[src/rtl/ssrp_pkg.sv]
// Package of shared types, constants and codes for the sensor status record parser.
`default_nettype none

package ssrp_pkg;

    // Number of value bytes gathered per record; never more than three are stored.
    localparam int VALUE_BYTES  = 3;
    localparam int VALUE_STORED = (VALUE_BYTES < 3) ? VALUE_BYTES : 3;

    // Number of configured property registers.
    localparam int NUM_PROPS = 6;

    // Header byte field masks.
    localparam logic [7:0] FORMAT_BIT     = 8'h01;
    localparam logic [7:0] SHORT_LEN_BITS = 8'h1E;
    localparam logic [7:0] SHORT_ID_BITS  = 8'hE0;
    localparam logic [7:0] LONG_LEN_BITS  = 8'hFE;

    // Register indexes on the configuration port.
    localparam logic [7:0] REG_PRESENCE = 8'd0;
    localparam logic [7:0] REG_LIGHT    = 8'd1;
    localparam logic [7:0] REG_POWER    = 8'd2;
    localparam logic [7:0] REG_CURRENT  = 8'd3;
    localparam logic [7:0] REG_VOLTAGE  = 8'd4;
    localparam logic [7:0] REG_ENERGY   = 8'd5;

    // Reset values of the property registers and the value length each expects.
    localparam logic [15:0] PROP_RESET [NUM_PROPS] =
        '{16'd77, 16'd78, 16'd82, 16'd87, 16'd89, 16'd106};
    localparam logic [7:0] EXPECTED_LEN [NUM_PROPS] =
        '{8'd1, 8'd3, 8'd3, 8'd2, 8'd2, 8'd3};

    // Record class codes.
    typedef enum logic [3:0] {
        CLASS_PRESENCE  = 4'd0,
        CLASS_LIGHT     = 4'd1,
        CLASS_POWER     = 4'd2,
        CLASS_CURRENT   = 4'd3,
        CLASS_VOLTAGE   = 4'd4,
        CLASS_ENERGY    = 4'd5,
        CLASS_UNKNOWN   = 4'd6,
        CLASS_BADLEN    = 4'd7,
        CLASS_TRUNCATED = 4'd8
    } t_class;

    // Property register bank.
    typedef logic [15:0] t_prop_bank [NUM_PROPS];

    // One parsed record as handed to the output register.
    typedef struct packed {
        t_class      record_class;
        logic [15:0] property_number;
        logic [23:0] record_value;
        logic [7:0]  value_length;
    } t_result;

endpackage

`default_nettype wire

[src/rtl/ssrp_cfg_regs.sv]
// Property id register bank written through the configuration port.
`default_nettype none

module ssrp_cfg_regs
    import ssrp_pkg::*;
(
    input  wire logic        i_clk,
    input  wire logic        i_rst_n,
    input  wire logic        i_wr_en,
    input  wire logic [7:0]  i_wr_index,
    input  wire logic [15:0] i_wr_data,
    output t_prop_bank       o_props
);

    t_prop_bank r_props;

    // Each register loads when its index is written; writes beyond the list are dropped.
    always_ff @(posedge i_clk) begin
        if (!i_rst_n) begin
            for (int k = 0; k < NUM_PROPS; k++) begin
                r_props[k] <= PROP_RESET[k];
            end
        end else if (i_wr_en) begin
            for (int k = 0; k < NUM_PROPS; k++) begin
                if (i_wr_index == 8'(k)) begin
                    r_props[k] <= i_wr_data;
                end
            end
        end
    end

    assign o_props = r_props;

endmodule

`default_nettype wire

[src/rtl/ssrp_parser.sv]
// Record parser: running parse state, one byte per step, and record classification.
`default_nettype none

module ssrp_parser
    import ssrp_pkg::*;
(
    input  wire logic       i_clk,
    input  wire logic       i_rst_n,
    input  wire logic       i_step,
    input  wire logic [7:0] i_data_byte,
    input  wire logic       i_last_byte,
    input  t_prop_bank      i_props,
    output logic            o_emit,
    output t_result         o_result
);

    typedef enum logic [1:0] {
        PH_HEADER0 = 2'd0,
        PH_HEADER1 = 2'd1,
        PH_HEADER2 = 2'd2,
        PH_VALUE   = 2'd3
    } t_phase;

    t_phase      r_phase,      n_phase;
    logic        r_long,       n_long;
    logic [7:0]  r_decl_len,   n_decl_len;
    logic [7:0]  r_bytes_seen, n_bytes_seen;
    logic [15:0] r_prop_acc,   n_prop_acc;
    logic [23:0] r_value_acc,  n_value_acc;

    logic        done;
    logic        found;
    t_class      match_class;

    // Next parse state for the byte in hand.
    always_comb begin
        n_phase      = r_phase;
        n_long       = r_long;
        n_decl_len   = r_decl_len;
        n_bytes_seen = r_bytes_seen;
        n_prop_acc   = r_prop_acc;
        n_value_acc  = r_value_acc;
        done         = 1'b0;
        unique case (r_phase)
            PH_HEADER1: begin
                if (r_long) begin
                    n_prop_acc = {8'd0, i_data_byte};
                    n_phase    = PH_HEADER2;
                end else begin
                    n_prop_acc = r_prop_acc | {5'd0, i_data_byte, 3'd0};
                    n_phase    = PH_VALUE;
                end
            end
            PH_HEADER2: begin
                n_prop_acc = r_prop_acc | {i_data_byte, 8'd0};
                n_phase    = PH_VALUE;
            end
            PH_VALUE: begin
                for (int k = 0; k < VALUE_STORED; k++) begin
                    if (r_bytes_seen == 8'(k)) begin
                        n_value_acc[8*k +: 8] = r_value_acc[8*k +: 8] | i_data_byte;
                    end
                end
                n_bytes_seen = r_bytes_seen + 8'd1;
                done         = (n_bytes_seen >= r_decl_len);
            end
            PH_HEADER0: begin
                n_long = i_data_byte[0];
                if ((i_data_byte & FORMAT_BIT) != 8'd0) begin
                    n_decl_len = ((i_data_byte & LONG_LEN_BITS) >> 1) + 8'd1;
                    n_prop_acc = 16'd0;
                end else begin
                    n_decl_len = ((i_data_byte & SHORT_LEN_BITS) >> 1) + 8'd1;
                    n_prop_acc = {8'd0, (i_data_byte & SHORT_ID_BITS) >> 5};
                end
                n_bytes_seen = 8'd0;
                n_value_acc  = 24'd0;
                n_phase      = PH_HEADER1;
            end
            default: begin
                n_phase = PH_HEADER0;
            end
        endcase
        // Either a finished record or the message end sends the parser back to a header.
        if (done || i_last_byte) begin
            n_phase = PH_HEADER0;
        end
    end

    // Compare the finished id against the registers; the lowest matching index decides.
    always_comb begin
        found       = 1'b0;
        match_class = CLASS_UNKNOWN;
        for (int k = 0; k < NUM_PROPS; k++) begin
            if (!found && i_props[k] == n_prop_acc) begin
                found       = 1'b1;
                match_class = (n_decl_len == EXPECTED_LEN[k]) ? t_class'(4'(k))
                                                              : CLASS_BADLEN;
            end
        end
    end

    // Result word for this byte, if it ends a record or a message.
    always_comb begin
        o_emit                   = done || i_last_byte;
        o_result.record_class    = done ? match_class : CLASS_TRUNCATED;
        o_result.property_number = n_prop_acc;
        o_result.record_value    = n_value_acc;
        o_result.value_length    = n_decl_len;
    end

    // Parse state registers.
    always_ff @(posedge i_clk) begin
        if (!i_rst_n) begin
            r_phase      <= PH_HEADER0;
            r_long       <= 1'b0;
            r_decl_len   <= 8'd0;
            r_bytes_seen <= 8'd0;
            r_prop_acc   <= 16'd0;
            r_value_acc  <= 24'd0;
        end else if (i_step) begin
            r_phase      <= n_phase;
            r_long       <= n_long;
            r_decl_len   <= n_decl_len;
            r_bytes_seen <= n_bytes_seen;
            r_prop_acc   <= n_prop_acc;
            r_value_acc  <= n_value_acc;
        end
    end

endmodule

`default_nettype wire

[src/rtl/sensor_status_record_parser_core.sv]
// Top level of the sensor status record parser: input register, parser and result register.
`default_nettype none

// The block takes the sensor data bytes of a sensor status message, one word per cycle
// while the byte channel is not held off, and returns one result word for each
// marshalled record (short or long header) that completes, or a truncated result when
// the message ends inside a record. Bytes are accepted at one per clock, with no gaps
// while the byte channel is not held off; a byte passes an input register, the header
// and value parse plus the compare against the six property id registers, and a result
// register, from which the result word shows on the result port. The rate is set by the
// single parse step between the two registers, which updates the running record state
// once per byte. The byte channel is held off only while both registers hold a word and
// the result port is stalled. The property id registers may be written only while no byte is in flight.

module sensor_status_record_parser_core
    import ssrp_pkg::*;
(
    input  wire logic        i_clk,
    input  wire logic        i_rst_n,
    // Byte channel
    input  wire logic        i_in_valid,
    output logic             o_in_ready,
    input  wire logic [7:0]  i_data_byte,
    input  wire logic        i_last_byte,
    input  wire logic [15:0] i_source_address,
    // Result channel
    output logic             o_out_valid,
    input  wire logic        i_out_ready,
    output logic [3:0]       o_record_class,
    output logic [15:0]      o_property_number,
    output logic [23:0]      o_record_value,
    output logic [7:0]       o_value_length,
    output logic [15:0]      o_sender_address,
    // Configuration channel
    input  wire logic        i_cfg_valid,
    output logic             o_cfg_ready,
    input  wire logic [7:0]  i_cfg_index,
    input  wire logic [15:0] i_cfg_data
);

    logic        r_in_valid;
    logic [7:0]  r_in_byte;
    logic        r_in_last;
    logic [15:0] r_in_src;

    logic        r_out_valid;
    t_result     r_out;
    logic [15:0] r_out_src;

    logic        advance;
    logic        emit;
    t_result     result;
    t_prop_bank  props;

    // The held byte moves on when the result register is free or being emptied.
    assign advance    = r_in_valid && (!r_out_valid || i_out_ready);
    assign o_in_ready = !r_in_valid || advance;
    assign o_cfg_ready = 1'b1;

    // Input register.
    always_ff @(posedge i_clk) begin
        if (!i_rst_n) begin
            r_in_valid <= 1'b0;
        end else if (i_in_valid && o_in_ready) begin
            r_in_valid <= 1'b1;
        end else if (advance) begin
            r_in_valid <= 1'b0;
        end
    end

    always_ff @(posedge i_clk) begin
        if (i_in_valid && o_in_ready) begin
            r_in_byte <= i_data_byte;
            r_in_last <= i_last_byte;
            r_in_src  <= i_source_address;
        end
    end

    ssrp_cfg_regs u_cfg_regs (
        .i_clk      (i_clk),
        .i_rst_n    (i_rst_n),
        .i_wr_en    (i_cfg_valid && o_cfg_ready),
        .i_wr_index (i_cfg_index),
        .i_wr_data  (i_cfg_data),
        .o_props    (props)
    );

    ssrp_parser u_parser (
        .i_clk       (i_clk),
        .i_rst_n     (i_rst_n),
        .i_step      (advance),
        .i_data_byte (r_in_byte),
        .i_last_byte (r_in_last),
        .i_props     (props),
        .o_emit      (emit),
        .o_result    (result)
    );

    // Result register.
    always_ff @(posedge i_clk) begin
        if (!i_rst_n) begin
            r_out_valid <= 1'b0;
        end else if (advance && emit) begin
            r_out_valid <= 1'b1;
        end else if (i_out_ready) begin
            r_out_valid <= 1'b0;
        end
    end

    always_ff @(posedge i_clk) begin
        if (advance && emit) begin
            r_out     <= result;
            r_out_src <= r_in_src;
        end
    end

    assign o_out_valid       = r_out_valid;
    assign o_record_class    = r_out.record_class;
    assign o_property_number = r_out.property_number;
    assign o_record_value    = r_out.record_value;
    assign o_value_length    = r_out.value_length;
    assign o_sender_address  = r_out_src;

endmodule

`default_nettype wire

[config.mk]
export PLATFORM = sky130hd
export DESIGN_NAME = sensor_status_record_parser_core
export DESIGN_NICKNAME = d
export VERILOG_FILES = /design/src/rtl/ssrp_pkg.sv /design/src/rtl/ssrp_cfg_regs.sv /design/src/rtl/ssrp_parser.sv /design/src/rtl/sensor_status_record_parser_core.sv
export SDC_FILE = /design/constraint.sdc
export NUM_CORES = 1
export LEC_CHECK = 0
export BUFFER_PORTS_ARGS = -buffer_cell sky130_fd_sc_hd__buf_2
export CORE_AREA = 2 2 202 204
export CTS_CLUSTER_DIAMETER = 80
export DETAILED_ROUTE_END_ITERATION = 10
export DIE_AREA = 0 0 204 206
export PLACE_DENSITY_LB_ADDON = 0.25
export REMOVE_ABC_BUFFERS = 1
export SETUP_SLACK_MARGIN = 0.05
export SLEW_MARGIN = 0
export SYNTH_ARGS = -nofsm -noshare
export SYNTH_HDL_FRONTEND = slang
export SYNTH_HIERARCHICAL = 1
export SYNTH_SLANG_ARGS = --single-unit
[constraint.sdc]
create_clock -name i_clk -period 7.37 [get_ports i_clk]
set_input_delay 0.3685 -clock i_clk [delete_from_list [all_inputs] [get_ports i_clk]]
set_output_delay 0.3685 -clock i_clk [all_outputs]
set_load 0.03 [all_outputs]
==> out/results.txt, run 1 <==
#FFs+latches synth - 250
CTS tree - done
Sequential share of the synthesized area - 50.04%
Synth warnings - 6
Post-synth top flop - dfxtp_1
Worst-path fanout max - 19
DIE AREA - 0.04202 mm^2
Via/cell ratio - 4.810
Fin area - 0.01411 mm^2
Pin count of the biggest net entering global routing - 97
Power Total - 3.195 mW
Overflow after GRT - 0
Int Power - 2.413 mW
Antenna violations before repair - 1
Wirelength per Cell - 18.05 um
Rel. slew slack - 31.20%
Setup Buffers After CTS - 0
Yosys top cell area share - 26.50%
Buffers on Ports - 123
Clock transition at the registers of the reported paths - 0.06 ns
First-pass DRT Iterations - 5
Worst Max-Slew Pin Slew - 1.032 ns
Die width - 204 um
Syn-to-layout area delta - 18.91%
First-pass GRT wire length - 49.13 mm
DRT Wirelength - 32.62 mm
Vias in the first global route - 8,244
Core Box Area - 0.04018 mm^2
Combinational Power Share - 8.8%
Hold Crit Class - primary input to register
Worst setup SP type - register
Slew Limit Fails - 0
Final ANT Viol Nets - 0
Clock sinks - 250
Initial DRC count - 485
Initial Util - 29.52%
Cell area after synthesis - 0.01186 mm^2
Clk buf depth - 3
Distinct cells, synth - 84
Synth cell count leaders - dfxtp_1 (157), mux2i_1 (131), nand2_1 (126), edfxtp_1 (93), nor2b_1 (77)
P_leak - 5.814 nW
WP data required - 7.77 ns
Hold depth - 3
Kind of end point of the critical path - register
RSZ-0062 raised after global routing - false
GRT Resource Usage Total - 15.17%
Setup TNS - 0 ns
Worst setup path category - register to register
Sequential share of power - 46.6%
WHS - 0.09321 ns
Util after Layout - 35.10%
Peak supply drop - 0.1238 mV
Min Clock Period, post-route - 4.295 ns
Final hold viol count - 0
Root Buffer - clkbuf_16
Skew-Pair Late Insertion Delay - 0.57 ns
Diodes inserted - 0
Pwr dens - 226.5 mW/mm^2
Switch Pwr - 0.7822 mW
Critical path arrival - 4.70 ns
Vias after detailed routing - 8,691
Switch share - 24.48%
Share of synthesized registers carrying an async set or reset - 0%
Status - complete, no violations
R2R depth - 10
Layout Nets - 1,324
# rows - 74
Final period util - 58.28%
Count leader, synth - dfxtp_1
Clock power frac - 44.6%
Layout Skew - 0.02663 ns
DIE HEIGHT - 206 um
Routability Congestion - 0.8669
Top cells by area, synth - dfxtp_1 (26%), edfxtp_1 (24%), mux2i_1 (11%), nor2b_1 (4.1%), nand2_1 (4.0%)
CTS Buf Count - 29
DRC Markers - 0
HPWL after detailed placement - 22.45 mm
CTS HTree Levels - 1
Endpoints failing setup - 0
Ratio of cells with drive above 1 in the final layout - 17.41%
Largest area contributor in the netlist - dfxtp_1
Placement Cell Area - 0.01289 mm^2
EDFF count, synth - 93
# IOs - 125
Fillcell total - 4,102
Syn Inst Count - 1,129
Max-cap violations - 0
Peak Freq - 0.2328 GHz
Synth Area per Inst - 10.51 um^2
==> kinds of logic (layout without fill, tap and decap cells) <==
logic type	count (synthesis)	after routing	share of synthesized area [%]
simple gates	420	420	19.64
compound gates	162	162	9.440
fa+ha+maj	18	18	1.899
xor+xnor	60	60	4.430
buf+inv	86	232	3.375
other cells	1	1	0.03161
flops	250	250	50.04
mux	132	132	11.15
==> critical path, stage by stage, from the launching register on <==
cell and delay (ns):
dfxtp_1 0.40, ha_1 0.61, or2_1 0.81, a22oi_1 0.46, o21ai_0 0.24, nor4b_1 0.38, nand4_1 0.26, nor4_2 0.25
and2_1 0.19, or4b_1 0.43, o21ai_1 0.09
==> per-layer routing <==
metal | wire, um | vias up | global-route usage [%]
met4 | 746 | 0 | 4.218
met1 | 15420 | 4175 | 21.11
li1 | - | 4259 | -
met3 | 1508 | 49 | 2.208
met5 | 0 | - | 0
met2 | 14950 | 208 | 24.53
==> power groups by stage <==
stage	clock network (mW)	logic [mW]	registers, mW
after floorplan	0	0.153	1.53
after global placement	0	0.272	1.52
after detailed placement	0	0.272	1.52
after CTS	1.47	0.285	1.49
after global routing	1.52	0.309	1.49
final	1.42	0.282	1.49
==> cell usage in the layout, fill, tap and decap left out, types with 30 or more instances in the layout <==
| master | instances |
|---|---|
| nor2_1 | 48 |
| nor2b_1 | 77 |
| buf_2 | 122 |
| nand2_1 | 126 |
| edfxtp_1 | 93 |
| mux2i_1 | 131 |
| dfxtp_1 | 157 |
| clkbuf_16 | 30 |
| a21oi_1 | 46 |
| xnor2_1 | 33 |
==> sequential cells by signal, indices dropped and copies added, names as in the netlist <==
name	flops
u_cfg_regs/o_props	96
o_record_value	24
u_parser/r_value_acc	24
o_property_number	16
o_sender_address	16
r_in_src	16
u_parser/r_prop_acc	16
o_value_length	8
r_in_byte	8
u_parser/r_bytes_seen	8
u_parser/r_decl_len	8
o_record_class	4
u_parser/r_phase	2
o_out_valid	1
r_in_last	1
r_in_valid	1
u_parser/r_long	1
==> path summary, 6_finish.rpt <==
path                                             end                             start  slack, ns
hold / removal    u_cfg_regs/o_props[5]$_SDFFE_PN1P_                     i_cfg_data[5]       0.09
setup / recovery         o_record_class[1]$_DFFE_PP_  u_parser/r_phase[0]$_SDFFE_PN0P_       3.07
hold reg to reg       o_sender_address[12]$_DFFE_PP_            r_in_src[12]$_DFFE_PP_       0.42
setup reg to reg         o_record_class[1]$_DFFE_PP_  u_parser/r_phase[0]$_SDFFE_PN0P_       3.07
==> timing repair <==
item,4_1_cts,5_1_grt
hold buffers,26,0
hold endpoints to repair,26,0
gates resized for setup,0,0
setup endpoints to repair,0,0
==> through the flow <==
stage	instances	setup slack, ns
floorplan	1065	2.139
global placement	1727	3.258
detailed placement	1727	3.176
CTS	1807	3.128
global route	1807	2.811
finish	1807	3.075
==> area by class of cell <==
| type | instances | area [um^2] | share of cell area, % |
|---|---|---|---|
| multi-input cells | 793 | 5539 | 39.27 |
| inverters | 22 | 82.58 | 0.5854 |
| clock inverters | 9 | 75.07 | 0.5322 |
| repair buffers | 156 | 930.9 | 6.599 |
| well taps | 532 | 665.6 | 4.719 |
| flip-flops and latches | 250 | 5936 | 42.08 |
| clock buffers | 45 | 877.1 | 6.218 |
No activity file was read; power rests on OpenSTA's default activity.
==> run 2: changes to the inputs <==
--- a/config.mk
+++ b/config.mk
@@ -5,11 +5,12 @@
 export SDC_FILE = /design/constraint.sdc
 export NUM_CORES = 1
 export LEC_CHECK = 0
+export ABC_AREA = 1
 export BUFFER_PORTS_ARGS = -buffer_cell sky130_fd_sc_hd__buf_2
-export CORE_AREA = 2 2 202 204
+export CORE_AREA = 2 2 207 209
 export CTS_CLUSTER_DIAMETER = 80
 export DETAILED_ROUTE_END_ITERATION = 10
-export DIE_AREA = 0 0 204 206
+export DIE_AREA = 0 0 209 211
 export PLACE_DENSITY_LB_ADDON = 0.25
 export REMOVE_ABC_BUFFERS = 1
 export SETUP_SLACK_MARGIN = 0.05
==> constraint.sdc (replaced) <==
create_clock -name i_clk -period 3.5 [get_ports i_clk]
set_input_delay 0.175 -clock i_clk [delete_from_list [all_inputs] [get_ports i_clk]]
set_output_delay 0.175 -clock i_clk [all_outputs]
set_load 0.03 [all_outputs]
==> out/results.txt, run 2 <==
Status - complete, no violations
Cell area after synthesis - 0.01242 mm^2
Ratio of cells with drive above 1 in the final layout - 13.78%
Final ANT Viol Nets - 0
Buffers on Ports - 123
CTS HTree Levels - 1
Peak Freq - 0.3127 GHz
Wirelength per Cell - 15.20 um
Max FFs per register - 96
Clock sinks - 250
Overflow after GRT - 0
Most common cell after layout, fill and taps aside - nand2_1
WP data required - 3.72 ns
Via/cell ratio - 4.655
Synth warnings - 6
# rows - 75
First-pass GRT wire length - 54.59 mm
Endpoints failing setup - 0
Placed Instances - 2,195
Sequential share of the synthesized area - 47.79%
Die width - 209 um
Rel. slew slack - 30.88%
Root Buffer - clkbuf_16
# IOs - 125
RSZ-0062 raised after global routing - true
Post-synth top flop - dfxtp_1
Worst setup SP type - register
Syn-to-layout area delta - 19.48%
Initial Util - 29.74%
Yosys top cell area share - 25.30%
Slew Limit Fails - 0
Final hold viol count - 0
CTS tree - done
Largest area contributor in the netlist - dfxtp_1
#FFs+latches synth - 250
Synth cell count leaders - nand2_1 (362), nor2_1 (216), nand3_1 (173), dfxtp_1 (157), inv_1 (151)
Pin count of the biggest net entering global routing - 72
First-pass DRT Iterations - 5
GRT Resource Usage Total - 15.42%
Post-CTS sizing - 0
Hold Crit Class - primary input to register
Diodes inserted - 0
HPWL after detailed placement - 24.44 mm
Core Box Area - 0.04176 mm^2
Routability Congestion - 0.8358
Vias in the first global route - 9,793
Worst setup path category - register to register
Final period util - 91.36%
Skew-Pair Late Insertion Delay - 0.55 ns
Pwr dens - 479.6 mW/mm^2
Kind of end point of the critical path - register
DIE AREA - 0.04410 mm^2
Setup Buffers After CTS - 0
Initial DRC count - 841
Count leader, synth - nand2_1
Syn Inst Count - 1,584
Synth Area per Inst - 7.841 um^2
Commonest cells after routing, fill and taps aside - nand2_1 (362), nor2_1 (212), nand3_1 (173)
Layout Skew - 0.01381 ns
CTS Buf Count - 28
Clock transition at the registers of the reported paths - 0.06 ns
P_leak - 6.486 nW
EDFF count, synth - 93
Layout Nets - 1,792
Critical path arrival - 3.42 ns
Max-cap violations - 0
Share of synthesized registers carrying an async set or reset - 0%
Worst Max-Slew Pin Slew - 1.036 ns
DRC Markers - 0
Min Clock Period, post-route - 3.198 ns
Clk buf depth - 3
DRT Wirelength - 34.67 mm
Setup TNS - 0 ns
DIE HEIGHT - 211 um
Distinct cells, synth - 41
Worst-path fanout max - 51
Finished Layout Cells - 2,281
Top cells by area, synth - dfxtp_1 (25%), edfxtp_1 (22%), nand2_1 (11%), nand3_1 (7.0%), nor2_1 (6.5%)
Antenna violations before repair - 0
Vias after detailed routing - 10,620
Peak supply drop - 0.3017 mV
## run 2: changes by cell type in the layout (fill, tap and decap cells not counted), sizes merged, moves of 13 or more
cell and delta:
and2 -13, inv +135, a21oi +83, nand3 +155
mux2i -131, nor3 -27, a211oi +24, nor2b -79
o21ai -16, nor2 +177, nand2 +255
## run 2: worst max-delay path, stage by stage (launching register included)
cell	delay (ns)
dfxtp_1	0.42
nand3_1	0.13
nand3b_1	0.20
nand3b_1	0.20
xnor2_1	0.16
ha_1	0.29
nand2_1	0.07
nor2_1	0.14
nand4_1	0.09
o2111ai_1	0.14
nand2_1	0.18
inv_1	0.14
nor2_1	0.06
inv_1	0.09
inv_1	0.09
nor2_4	0.14
buf_12	0.28
## run 2: logic make-up after synthesis
logic type | after synthesis | synth area share (%)
and+or+nand+nor | 831 | 29.59
DFF | 250 | 47.79
buffers and inverters | 229 | 7.797
AOI/OAI and AO/OA | 189 | 8.270
xor gates and xnor gates | 66 | 4.714
adders and majority gates | 18 | 1.813
other | 1 | 0.03019
## run 2: what timing repair did
item,CTS,global route
hold buffers,34,0
endpoints found under the setup margin,0,49
hold endpoints to repair,50,0
## run 2: layout make-up
class	instances	area [um^2]
fillers	4375	26920
multi-input cells	1105	5547
flip-flops and latches	250	5936
clock buffers	44	832.0
well taps	539	674.4
clock inverters	8	120.1
inverters	160	600.6
repair buffers	175	1131
## run 2: worst paths after layout
kind	startpoint	to	slack, ns	cells past startpoint
min	i_out_ready	o_out_valid$_SDFFE_PN0P_	0.04	6
min reg2reg	r_in_src[4]$_DFFE_PP_	o_sender_address[4]$_DFFE_PP_	0.42	0
max	u_parser/r_bytes_seen[2]$_SDFFE_PN0P_	o_value_length[2]$_DFFE_PP_	0.30	16
max reg2reg	u_parser/r_bytes_seen[2]$_SDFFE_PN0P_	o_value_length[2]$_DFFE_PP_	0.30	16
## run 2: through the flow
step	setup slack (ns)	power (mW)	utilization (%)	area, um^2	hold slack (ns)
after floorplan	-1.846	3.790	-	12050	0.2591
after global placement	0.3961	4.105	32.44	13550	0.3537
final	0.3024	7.118	35.54	14840	0.04019
after global routing	0.02665	7.415	35.54	14840	0.06570
after detailed placement	0.3193	4.113	32.44	13550	0.3540
after CTS	0.3073	7.194	35.54	14840	0.03618
## run 2: power breakdown
group | leakage, nW | switching [mW] | internal [mW]
clock | 0.460 | 1.20 | 1.84
combinational | 3.88 | 0.636 | 0.279
sequential | 2.14 | 0.0453 | 3.12
## run 2: per-layer routing
| metal | GRT usage [%] | part of all wire [%] |
|---|---|---|
| met1 | 21.39 | 48 |
| met2 | 25.40 | 46 |
| met3 | 1.992 | 4.1 |
| met4 | 3.966 | 2.3 |
| met5 | 0 | 0 |
==> run 3: changes to the inputs <==
--- a/config.mk
+++ b/config.mk
@@ -12,7 +12,6 @@
 export DETAILED_ROUTE_END_ITERATION = 10
 export DIE_AREA = 0 0 209 211
 export PLACE_DENSITY_LB_ADDON = 0.25
-export REMOVE_ABC_BUFFERS = 1
 export SETUP_SLACK_MARGIN = 0.05
 export SLEW_MARGIN = 0
 export SYNTH_ARGS = -nofsm -noshare
==> out/results.txt, run 3 (synthesized netlist as in run 2, its figures left out) <==
Met2 Track Usage GR - 24.74%
CTS Buf Count - 28
Pwr dens - 464.4 mW/mm^2
Hold Crit Start - i_cfg_data[8]
Combinational Power Share - 13.5%
# rows - 75
Core Box Area - 0.04176 mm^2
Clock transition at the registers of the reported paths - 0.06 ns
Setup crit start - u_parser/r_bytes_seen[2]$_SDFFE_PN0P_
Worst Max-Slew Pin Slew - 1.077 ns
Hold depth - 5
Rel. slew slack - 28.13%
FF-to-FF setup slack - 0.36 ns
Final hold viol count - 0
Root Buffer - clkbuf_16
Endpoints failing setup - 0
Clock sinks - 250
Initial DRC count - 820
Die width - 209 um
Diodes inserted - 0
CP cell instances - nand3_1, nand3b_1, nand3b_1, xnor2_1, ha_1, nand2_1, nor2_1, nand4_1, o2111ai_1, nand2_2, inv_1, nor2_1, inv_1, inv_1, nor2_4, buf_12, clkbuf_16
CTS tree - done
Slowest CP cell - dfxtp_1
Peak supply drop - 0.3143 mV
Layout Nets - 1,796
Area of the multi-input gates - 0.005549 mm^2
Setup TNS - 0 ns
Power Total - 6.896 mW
M1 GR Usage - 22.42%
First-pass DRT Iterations - 6
Sequential share of power - 45.8%
GRT Resource Usage Total - 15.61%
Fin area - 0.01485 mm^2
# IOs - 125
HPWL after detailed placement - 23.97 mm
First-pass GRT wire length - 54.95 mm
DRC Markers - 0
Register Area - 0.005938 mm^2
Commonest cells after routing, fill and taps aside - nand2_1 (361), nor2_1 (212), nand3_1 (173)
Vias in the first global route - 9,811
Initial Util - 29.74%
Min Clock Period, post-route - 3.138 ns
Synth Net Count - 1,656
Placed Instances - 2,195
Clk buf depth - 3
WP data required - 3.75 ns
Skew-Pair Late Insertion Delay - 0.56 ns
Clock power frac - 40.7%
Final ANT Viol Nets - 0
Layout Skew - 0.01393 ns
Ratio of cells with drive above 1 in the final layout - 13.99%
Most common cell after layout, fill and taps aside - nand2_1
Max-cap violations - 0
Antenna violations before repair - 0
Final period util - 89.66%
Routability Congestion - 0.8353
Switch Pwr - 1.872 mW
Reg-to-Reg Start - u_parser/r_bytes_seen[2]$_SDFFE_PN0P_
Fillcell total - 4,331
Crit path buf inv count - 5
Finished Layout Cells - 2,283
CP Depth - 17
Overflow after GRT - 0
Crit-path leading delay family - simple AND/OR/NAND/NOR gates
GR Util met3 - 2.304%
DRT Wirelength - 34.91 mm
R2R depth - 17
Kind of end point of the critical path - register
Slew Limit Fails - 0
Wirelength per Cell - 15.29 um
Pin count of the biggest net entering global routing - 66
GR peak layer - met2
Peak Freq - 0.3187 GHz
Worst-path fanout max - 21
Vias after detailed routing - 10,670
Max FFs per register - 96
Critical path arrival - 3.39 ns
CTS HTree Levels - 1
DIE HEIGHT - 211 um
Most used cell along the critical path - inv_1
Worst Setup EP - o_sender_address[15]$_DFFE_PP_
Via/cell ratio - 4.673
Util after Layout - 35.55%
Buffers on Ports - 123
Syn-to-layout area delta - 19.53%
Worst setup path category - register to register
Int Power - 5.023 mW
Status - complete, no violations
RSZ-0062 raised after global routing - false
Placement Cell Area - 0.01356 mm^2
P_leak - 6.495 nW
Worst setup SP type - register
Hold Crit Class - primary input to register
DIE AREA - 0.04410 mm^2
CP peak stage delay - 0.40 ns
Switch share - 27.15%
R2r endpoint - o_sender_address[15]$_DFFE_PP_
==> run 3: cell types whose count changed in the layout (fill, tap and decap cells not counted), sizes merged <==
cell and change:
clkinvlp -2, clkbuf +2, buf +2, clkinv +3
bufinv -3
==> run 3: layout make-up <==
cell class	count	area share, %
flip-flops and latches	250	40.00
multi-input cells	1105	37.38
repair buffers	179	8.225
clock buffers	44	5.613
well taps	539	4.542
inverters	160	4.045
clock inverters	6	0.2023
==> run 3: worst reg2reg max path, delay by kind of cell, from the launching register on <==
family	cells	cell delay (ns)
xor+xnor	1	0.16
simple gates	9	1.17
compound gates	1	0.14
fa+ha+maj	1	0.30
buf+inv	5	0.66
flops	1	0.40
==> run 3: per-layer routing <==
metal	wire length [um]	vias to the layer above	part of all wire (%)
li1	-	5427	-
met1	16990	4923	49
met2	15430	275	44
met3	1764	43	5.1
met4	725	0	2.1
met5	0	-	0
==> run 3: worst min-delay path by stage <==
stage	to
after global routing	u_cfg_regs/o_props[23]$_SDFFE_PN0P_
after CTS	u_cfg_regs/o_props[7]$_SDFFE_PN0P_
after detailed placement	r_in_src[14]$_DFFE_PP_
after floorplan	o_out_valid$_SDFFE_PN0P_
final	u_cfg_regs/o_props[88]$_SDFFE_PN0P_
after global placement	r_in_src[13]$_DFFE_PP_
==> run 3: repair_timing <==
action / CTS / global route
endpoints found under the hold margin: 50 / 0
hold buffers: 34 / 0
gates resized for setup: 0 / 3
setup endpoints to repair: 0 / 68
buffers inserted: 0 / 2
==> run 3: metrics by stage <==
step	hold slack [ns]	setup WS [ns]
3_3_place_gp	0.3543	0.3554
6_report	0.04062	0.3620
5_1_grt	0.07026	0.07081
3_5_place_dp	0.3531	0.3157
2_1_floorplan	0.2726	0.05722
4_1_cts	0.02530	0.2932
==> run 3: power groups by stage <==
stage	logic, mW	registers, mW	clock network [mW]
2_1_floorplan	0.558	3.27	0
3_3_place_gp	0.889	3.22	0
3_5_place_dp	0.894	3.22	0
4_1_cts	0.928	3.16	2.89
5_1_grt	1.03	3.17	3.01
6_report	0.931	3.16	2.80
